**src/rtl/core/uuidp_pkg.sv**
```systemverilog
// Shared types and constants for the UUID text parser.
`default_nettype none
package uuidp_pkg;

  localparam logic [7:0] CH_OPEN  = 8'h7B;
  localparam logic [7:0] CH_DASH  = 8'h2D;
  localparam logic [7:0] CH_CLOSE = 8'h7D;

  // Body is 36 chars: 32 digits plus 4 dashes.
  localparam logic [5:0] BODY_LEN = 6'd36;
  localparam logic [5:0] DASH_K0  = 6'd8;
  localparam logic [5:0] DASH_K1  = 6'd13;
  localparam logic [5:0] DASH_K2  = 6'd18;
  localparam logic [5:0] DASH_K3  = 6'd23;

  localparam int unsigned QUEUE_DEPTH = 2;

  localparam int unsigned ACC_W = 128;

  // Classified byte as it travels from front to back.
  typedef struct packed {
    logic       start;
    logic       is_open;
    logic       is_dash;
    logic       is_close;
    logic       is_hex;
    logic [3:0] digit;
  } cls_t;

  // Hex digit decode; valid flag in bit 4.
  function automatic logic [4:0] hex_decode(input logic [7:0] c);
    logic [4:0] r;
    r = 5'd0;
    if (c >= 8'h30 && c <= 8'h39) begin
      r = {1'b1, 4'(c - 8'h30)};
    end else if (c >= 8'h61 && c <= 8'h66) begin
      r = {1'b1, 4'(c - 8'h57)};
    end else if (c >= 8'h41 && c <= 8'h46) begin
      r = {1'b1, 4'(c - 8'h37)};
    end
    return r;
  endfunction

endpackage
`default_nettype wire

```
**src/rtl/core/uuidp_front.sv**
```systemverilog
// Front end: classifies each incoming byte.
`default_nettype none
module uuidp_front (
  input  wire logic [7:0]    char_in,
  input  wire logic          start_req,
  output uuidp_pkg::cls_t    cls
);

  logic [4:0] hx;

  always_comb begin
    hx           = uuidp_pkg::hex_decode(char_in);
    cls.start    = start_req;
    cls.is_open  = (char_in == uuidp_pkg::CH_OPEN);
    cls.is_dash  = (char_in == uuidp_pkg::CH_DASH);
    cls.is_close = (char_in == uuidp_pkg::CH_CLOSE);
    cls.is_hex   = hx[4];
    cls.digit    = hx[3:0];
  end

endmodule
`default_nettype wire

```
**src/rtl/core/uuidp_queue.sv**
```systemverilog
// Short FIFO of classified items between front and back.
`default_nettype none
module uuidp_queue #(
  parameter int unsigned DEPTH = uuidp_pkg::QUEUE_DEPTH
) (
  input  wire logic             clk,
  input  wire logic             rst_n,
  input  wire logic             push_valid,
  output      logic             push_ready,
  input  wire uuidp_pkg::cls_t  push_data,
  output      logic             pop_valid,
  input  wire logic             pop_ready,
  output      uuidp_pkg::cls_t  pop_data
);

  localparam int unsigned AW = (DEPTH > 1) ? $clog2(DEPTH) : 1;
  localparam int unsigned CW = $clog2(DEPTH + 1);

  uuidp_pkg::cls_t mem_r [DEPTH];
  logic [AW-1:0]   wr_ptr_r, wr_ptr_nxt;
  logic [AW-1:0]   rd_ptr_r, rd_ptr_nxt;
  logic [CW-1:0]   count_r,  count_nxt;
  logic            push, pop;

  assign push_ready = (count_r != CW'(DEPTH));
  assign pop_valid  = (count_r != '0);
  assign pop_data   = mem_r[rd_ptr_r];
  assign push       = push_valid && push_ready;
  assign pop        = pop_valid && pop_ready;

  always_comb begin
    wr_ptr_nxt = wr_ptr_r;
    rd_ptr_nxt = rd_ptr_r;
    count_nxt  = count_r;
    if (push) begin
      wr_ptr_nxt = (wr_ptr_r == AW'(DEPTH - 1)) ? '0 : wr_ptr_r + 1'b1;
    end
    if (pop) begin
      rd_ptr_nxt = (rd_ptr_r == AW'(DEPTH - 1)) ? '0 : rd_ptr_r + 1'b1;
    end
    if (push && !pop) begin
      count_nxt = count_r + 1'b1;
    end else if (pop && !push) begin
      count_nxt = count_r - 1'b1;
    end
  end

  always_ff @(posedge clk) begin
    if (!rst_n) begin
      wr_ptr_r <= '0;
      rd_ptr_r <= '0;
      count_r  <= '0;
    end else begin
      wr_ptr_r <= wr_ptr_nxt;
      rd_ptr_r <= rd_ptr_nxt;
      count_r  <= count_nxt;
    end
  end

  always_ff @(posedge clk) begin
    if (push) begin
      mem_r[wr_ptr_r] <= push_data;
    end
  end

endmodule
`default_nettype wire

```
**src/rtl/core/uuidp_back.sv**
```systemverilog
// Back end: parse state, value accumulator and result register.
`default_nettype none
module uuidp_back (
  input  wire logic             clk,
  input  wire logic             rst_n,
  input  wire logic             q_valid,
  output      logic             q_ready,
  input  wire uuidp_pkg::cls_t  q_data,
  output      logic             out_valid,
  input  wire logic             out_ready,
  output      logic             out_status,
  output      logic [31:0]      out_time_low,
  output      logic [15:0]      out_time_mid,
  output      logic [15:0]      out_time_high,
  output      logic [63:0]      out_tail_bytes,
  output      logic [5:0]       out_stop_offset
);

  localparam int unsigned AW = uuidp_pkg::ACC_W;

  logic [5:0]    pos_r,    pos_nxt;
  logic          brace_r,  brace_nxt;
  logic          active_r, active_nxt;
  logic [AW-1:0] acc_r,    acc_nxt;

  logic          out_valid_r, out_valid_nxt;
  logic          status_r;
  logic [AW-1:0] value_r;
  logic [5:0]    stop_r;

  logic          fire, res, ok, sep;
  logic [5:0]    pos_e, k, stop;
  logic          brace_e, act_e;
  logic [AW-1:0] acc_e;

  assign q_ready = !out_valid_r || out_ready;
  assign fire    = q_valid && q_ready;

  always_comb begin
    act_e   = q_data.start | active_r;
    pos_e   = q_data.start ? 6'd0 : pos_r;
    brace_e = q_data.start ? 1'b0 : brace_r;
    acc_e   = q_data.start ? '0 : acc_r;
    k       = pos_e - {5'd0, brace_e};
    sep     = (k == uuidp_pkg::DASH_K0) || (k == uuidp_pkg::DASH_K1) ||
              (k == uuidp_pkg::DASH_K2) || (k == uuidp_pkg::DASH_K3);

    pos_nxt    = pos_r;
    brace_nxt  = brace_r;
    active_nxt = active_r;
    acc_nxt    = acc_r;
    res        = 1'b0;
    ok         = 1'b0;
    stop       = pos_e;

    if (fire) begin
      pos_nxt    = pos_e;
      brace_nxt  = brace_e;
      active_nxt = act_e;
      acc_nxt    = acc_e;
      if (act_e) begin
        if (pos_e == 6'd0 && q_data.is_open) begin
          brace_nxt = 1'b1;
          pos_nxt   = 6'd1;
        end else if (k >= uuidp_pkg::BODY_LEN) begin
          res = 1'b1;
          if (brace_e) begin
            ok   = q_data.is_close;
            stop = q_data.is_close ? pos_e + 6'd1 : pos_e;
          end else begin
            ok = !q_data.is_hex;
          end
        end else if (sep) begin
          if (q_data.is_dash) begin
            pos_nxt = pos_e + 6'd1;
          end else begin
            res = 1'b1;
          end
        end else if (q_data.is_hex) begin
          acc_nxt = {acc_e[AW-5:0], q_data.digit};
          pos_nxt = pos_e + 6'd1;
        end else begin
          res = 1'b1;
        end
        if (res) begin
          active_nxt = 1'b0;
        end
      end
    end

    out_valid_nxt = out_valid_r;
    if (fire && res) begin
      out_valid_nxt = 1'b1;
    end else if (out_ready) begin
      out_valid_nxt = 1'b0;
    end
  end

  always_ff @(posedge clk) begin
    if (!rst_n) begin
      pos_r       <= '0;
      brace_r     <= 1'b0;
      active_r    <= 1'b0;
      acc_r       <= '0;
      out_valid_r <= 1'b0;
    end else begin
      pos_r       <= pos_nxt;
      brace_r     <= brace_nxt;
      active_r    <= active_nxt;
      acc_r       <= acc_nxt;
      out_valid_r <= out_valid_nxt;
    end
  end

  always_ff @(posedge clk) begin
    if (fire && res) begin
      status_r <= !ok;
      value_r  <= ok ? acc_e : '0;
      stop_r   <= stop;
    end
  end

  assign out_valid       = out_valid_r;
  assign out_status      = status_r;
  assign out_time_low    = value_r[127:96];
  assign out_time_mid    = value_r[95:80];
  assign out_time_high   = value_r[79:64];
  assign out_tail_bytes  = value_r[63:0];
  assign out_stop_offset = stop_r;

endmodule
`default_nettype wire

```
**src/rtl/core/uuid_text_parser.sv**
```systemverilog
// Top level of the UUID text parser: front classifier, item queue, parse back end.
`default_nettype none
// Parses the text form of a UUID (optional '{', hex groups 8-4-4-4-12 split
// by dashes, either letter case) one byte per item and gives one result per
// string: at the first malformed byte, or at the byte after the last group
// (a closing brace when the string opened with one, otherwise any byte that
// is not a hex digit; a zero byte does). in_start_req marks the first byte of
// a string and drops any string in progress without a result; bytes that
// arrive while no string is open are swallowed. On error the status is 1,
// the value fields read zero and the stop offset names the offending byte.
// On success the stop offset is 38 for a braced string and 36 otherwise.
// Throughput is one byte per clock sustained while out_ready takes each result.
// A byte is classified as it is accepted and written into a QUEUE_DEPTH-entry
// queue; the back end takes one queue entry per cycle while its output
// register is free or being read, and its result lands in that register, so a
// result waiting on out_ready does not stop input until the queue fills. An
// accepted byte passes the queue, then the output register, to out_valid.
module uuid_text_parser #(
  parameter int unsigned QUEUE_DEPTH = uuidp_pkg::QUEUE_DEPTH
) (
  input  wire logic        clk,
  input  wire logic        rst_n,
  input  wire logic        in_valid,
  output      logic        in_ready,
  input  wire logic [7:0]  in_char_in,
  input  wire logic        in_start_req,
  output      logic        out_valid,
  input  wire logic        out_ready,
  output      logic        out_status,
  output      logic [31:0] out_time_low,
  output      logic [15:0] out_time_mid,
  output      logic [15:0] out_time_high,
  output      logic [63:0] out_tail_bytes,
  output      logic [5:0]  out_stop_offset
);

  uuidp_pkg::cls_t in_cls;
  uuidp_pkg::cls_t q_cls;
  logic            q_valid;
  logic            q_ready;

  // byte -> class flags and digit value
  uuidp_front u_front (
    .char_in   (in_char_in),
    .start_req (in_start_req),
    .cls       (in_cls)
  );

  // decouples input handshake from the parser
  uuidp_queue #(
    .DEPTH (QUEUE_DEPTH)
  ) u_queue (
    .clk        (clk),
    .rst_n      (rst_n),
    .push_valid (in_valid),
    .push_ready (in_ready),
    .push_data  (in_cls),
    .pop_valid  (q_valid),
    .pop_ready  (q_ready),
    .pop_data   (q_cls)
  );

  // position tracking, group checks, 128-bit assembly, result register
  uuidp_back u_back (
    .clk             (clk),
    .rst_n           (rst_n),
    .q_valid         (q_valid),
    .q_ready         (q_ready),
    .q_data          (q_cls),
    .out_valid       (out_valid),
    .out_ready       (out_ready),
    .out_status      (out_status),
    .out_time_low    (out_time_low),
    .out_time_mid    (out_time_mid),
    .out_time_high   (out_time_high),
    .out_tail_bytes  (out_tail_bytes),
    .out_stop_offset (out_stop_offset)
  );

endmodule
`default_nettype wire
```
**config.mk**
```make
export PLATFORM = sky130hd
export DESIGN_NAME = uuid_text_parser
export DESIGN_NICKNAME = d
export VERILOG_FILES = /design/src/rtl/core/uuidp_pkg.sv /design/src/rtl/core/uuidp_front.sv /design/src/rtl/core/uuidp_queue.sv /design/src/rtl/core/uuidp_back.sv /design/src/rtl/core/uuid_text_parser.sv
export SDC_FILE = /design/constraint.sdc
export NUM_CORES = 1
export LEC_CHECK = 0
export ABC_CLOCK_PERIOD_IN_PS = 13360
export CAP_MARGIN = 20
export CORE_AREA = 2 2 145 147
export DETAILED_ROUTE_END_ITERATION = 7
export DIE_AREA = 0 0 147 149
export DONT_BUFFER_PORTS = 1
export PLACE_DENSITY_LB_ADDON = 0.1
export SLEW_MARGIN = 20
export SYNTH_ARGS = -nofsm -noshare
export SYNTH_HDL_FRONTEND = slang
export SYNTH_SLANG_ARGS = --single-unit
```
**constraint.sdc**
```tcl
create_clock -name clk -period 13.36 [get_ports clk]
set_input_delay 2.672 -clock clk [delete_from_list [all_inputs] [get_ports clk]]
set_output_delay 2.672 -clock clk [all_outputs]
set_load 0.02 [all_outputs]
```
==> summary.md <==
Outcome
- completed — run status

Synthesis
- 819 — Net Count, Synth
- edfxtp_1 — most common flop cell mapped by yosys
- 67.63% — sequential share of the synthesized area
- 11,000 um2 — Post-Syn Area
- 61 — number of distinct library cell variants in the gate-level netlist after synthesis
- 0 — count of warnings emitted by yosys
- edfxtp_1 42%, dfxtp_1 26%, a22o_1 10%, and2_1 7.6%, buf_4 0.96% — main area contributors after synthesis
- 801 — Cells after Synth
- 153 — count of flip-flops with a built-in enable after synthesis
- 13.73 um2 — mean instance size in the synthesized netlist
- 0% — proportion of synthesized flip-flops having asynchronous set or reset
- edfxtp_1 — top cell type by total area after synthesis
- 295 — #FFs+latches synth
- 41.78% — share of the synthesized area in the top cell type

Power
- 52.6% — register share of total power
- 35.9% — part of the power in the clock network
- 4.296 nW — static power due to leakage
- 28.51% — Sw Ratio
- 2.229 mW — overall power
- 1.593 mW — total internal power
- 184.8 nW/um2 — Cell Pwr Density
- 11.5% — part of the total power dissipated in combinational logic
- 121.0 uV — peak supply drop
- 635.5 uW — power spent charging and discharging nets

Floorplanning
- 150 — number of I/O pins
- 149 um — die height
- 147 um — overall die width
- 53.49% — initial core utilization
- 20,560 um2 — Core Region
- 53 — count of standard-cell rows
- 21,900 um2 — floorplan die area

Routing
- 0 — Detail Route Antenna Nets
- 18.84 um — WL/cell
- 0 — post-detailed-route DRC marker count
- 5 — 1st-pass router iterations
- 9751 um — Detail Route met2 WL
- 635 — DRC marker count from the first detailed-route iteration
- 9232 um — M1 wire length
- met4 — uppermost routed layer
- 1036 um — DR WL met3
- 20,360 um — overall routed net length
- 5.750 — drt via density
- 6,216 — vias after detailed routing

Placed design
- 1,027 — Placed Instances
- 12,480 um — Post-DP HPWL
- 0 — count of buffers from port buffering
- 0.8587 — Final Wtd Congestion
- 11,110 um2 — instance area after placement

Timing
- 31.49% — Max-slew headroom
- 179.2 MHz — maximum clock rate
- false — RSZ-0062 raised after global routing
- 0 — count of endpoints failing hold in the final timing report
- 17.03 ps — worst clock skew
- 41.76% — crit share post-route
- 5579 ps — Min Clock Period, post-route
- 1028 ps — worst-margin pin slew
- 0 ps — Total Neg Setup Slack
- 0 — Setup Viol. Count Final
- 0 — max-slew violation total from the final report

GRT
- 0 — number of antenna violations at the first check in global routing
- 117 — pin count of the biggest net entering global routing
- 0 — GRT overflow
- 31,970 um — global-route wire length before repair
- 5,808 — number of global-route vias before repair
- 18.04% — GRT Resource Usage Total

Clock tree
- yes — CTS tree
- clkbuf_16 — clock root buffer master
- 295 — number of sinks driven by the clock tree
- 60 ps — clock transition at the registers of the reported paths
- 0 — setup bufs post-CTS
- 540 ps — clock latency of the later-clocked register in the worst-skew pair
- 3 — maximum count of clock buffers along a single path
- 0 — post-cts repair resize count
- 29 — CTS buffer count
- 1 — H-tree levels
- 0 — number of buffers inserted for hold repair after clock tree synthesis

Worst hold path
- reg2reg — Hold Path Class

Finish
- 58.67% — Finished Core Util
- 9.683% — layout overhead on the synthesized area
- 0 — number of antenna diodes
- 1,627 — number of fillers in the final layout
- 801 — fin nets
- 8.561% — share of post-route cells with drive strength above 1
- 12,060 um2 — area of all placed cells without fillers
- 1,081 — Cell Count, Final, Fillers Out

Critical path
- 820 ps — Max stage delay on crit path
- 5730 ps — worst path arrival time
- 7780 ps — r2r setup slk
- register — sort of element at the end of the critical path
- 13,510 ps — required time of the worst setup path
- 76 — peak fanout along the critical path
- buf_4 — slowest stage cell on the critical path
- compound AO/OA/AOI/OAI gates — CP delay by family, top
- 2 — Bufs and invs on worst path
- reg2reg — Crit Path Class
- register — crit path launch type
- mux2i_4 > and2_1 > ha_1 > nor4b_2 > xnor2_1 > a211oi_1 > o31ai_4 > a21oi_1 > o31ai_1 > inv_6 > buf_4 — sequence of cells on the critical path

Run
- 0 — count of maximum capacitance violations

[final timing paths]
path,startpoint,endpoint,cells past startpoint
setup / recovery,register,u_back.value_r[11],11
hold / removal,u_back.acc_r[125],u_back.acc_r[125],1
setup reg to reg,register,u_back.value_r[11],11
hold reg to reg,u_back.acc_r[125],u_back.acc_r[125],1
[area by class of cell]
type                       count  area, um2  share of cell area [%]
timing repair buffer           5      37.54                  0.3112
tap                          275      344.1                   2.853
clock inverter                20      180.2                   1.494
clock buffer                  34      774.5                   6.421
sequential                   295       7437                   61.66
multi-input combinational    444       3253                   26.97
inverter                       8      35.03                  0.2905
[cells in the final DEF (no fill, tap or decap), types with 6 or more instances in the layout]
cell type,n
a22o_1,125
and2_1,134
clkbuf_16,29
clkinv_2,10
dfxtp_1,142
edfxtp_1,153
inv_1,7
mux2i_1,7
nand2_1,28
nand2b_1,6
nand3_1,11
nand4_1,6
nor2_1,14
o21ai_0,10
o31ai_1,7
xnor2_1,8
[flip-flops by register name (all words and copies together) (netlist names), named ones only]
signal	count
u_queue.mem_r	18
u_queue.rd_ptr_r	1
u_back.pos_r	6
u_queue.wr_ptr_r	1
u_back.acc_r	128
u_back.out_valid	1
u_back.out_status	1
u_back.out_stop_offset	6
u_back.active_r	1
u_back.value_r	128
u_back.brace_r	1
u_queue.count_r	2
[routing by layer]
metal,track usage (%),vias to the layer above
met2,29.44,195
met4,4.615,0
met3,3.394,24
met1,25.22,3044
li1,-,2953
met5,0,-
[cell families (layout without fill, tap and decap cells)]
kind of cell	count (synthesis)	after routing	synth area share, %
flip-flops	295	295	67.63
AND/OR/NAND/NOR	232	232	12.48
AO/OA/AOI/OAI	183	183	14.19
buffers and inverters	62	67	2.924
XOR/XNOR	12	12	0.9557
multiplexers	12	12	1.252
adder cells (fa/ha/maj)	5	5	0.5689
[cells in the mapped netlist, types with 3 or more instances]
master / count
edfxtp_1: 153
dfxtp_1: 142
and2_1: 134
a22o_1: 125
nand2_1: 28
buf_2: 17
nor2_1: 15
buf_4: 14
clkbuf_2: 12
clkbuf_1: 11
nand3_1: 11
o21ai_0: 10
inv_1: 8
xnor2_1: 8
mux2i_1: 7
o31ai_1: 7
nand2b_1: 6
nand4_1: 6
ha_1: 5
nor2b_1: 5
or3_1: 5
a211oi_1: 4
a21oi_1: 4
mux2_2: 4
xor2_1: 4
a21boi_0: 3
nor4b_1: 3
o2bb2ai_1: 3
or4_1: 3
[power by group through the flow]
stage                     registers (mW)  logic [mW]  clock network (mW)
after CTS                           1.17       0.258               0.817
after global routing                1.18       0.285               0.853
after detailed placement            1.19       0.256                   0
final                               1.17       0.256               0.801
after floorplan                     1.18       0.220                   0
after global placement              1.19       0.250                   0
[metrics by stage]
| stage | setup slack [ps] | hold slack [ps] |
|---|---|---|
| 3_3_place_gp | 7900 | 453.1 |
| 4_1_cts | 7748 | 481.9 |
| 3_5_place_dp | 7772 | 461.8 |
| 6_report | 7781 | 480.8 |
| 2_1_floorplan | 6737 | 433.9 |
| 5_1_grt | 7294 | 497.7 |
Note: power is estimated with default switching activity, not from simulation.
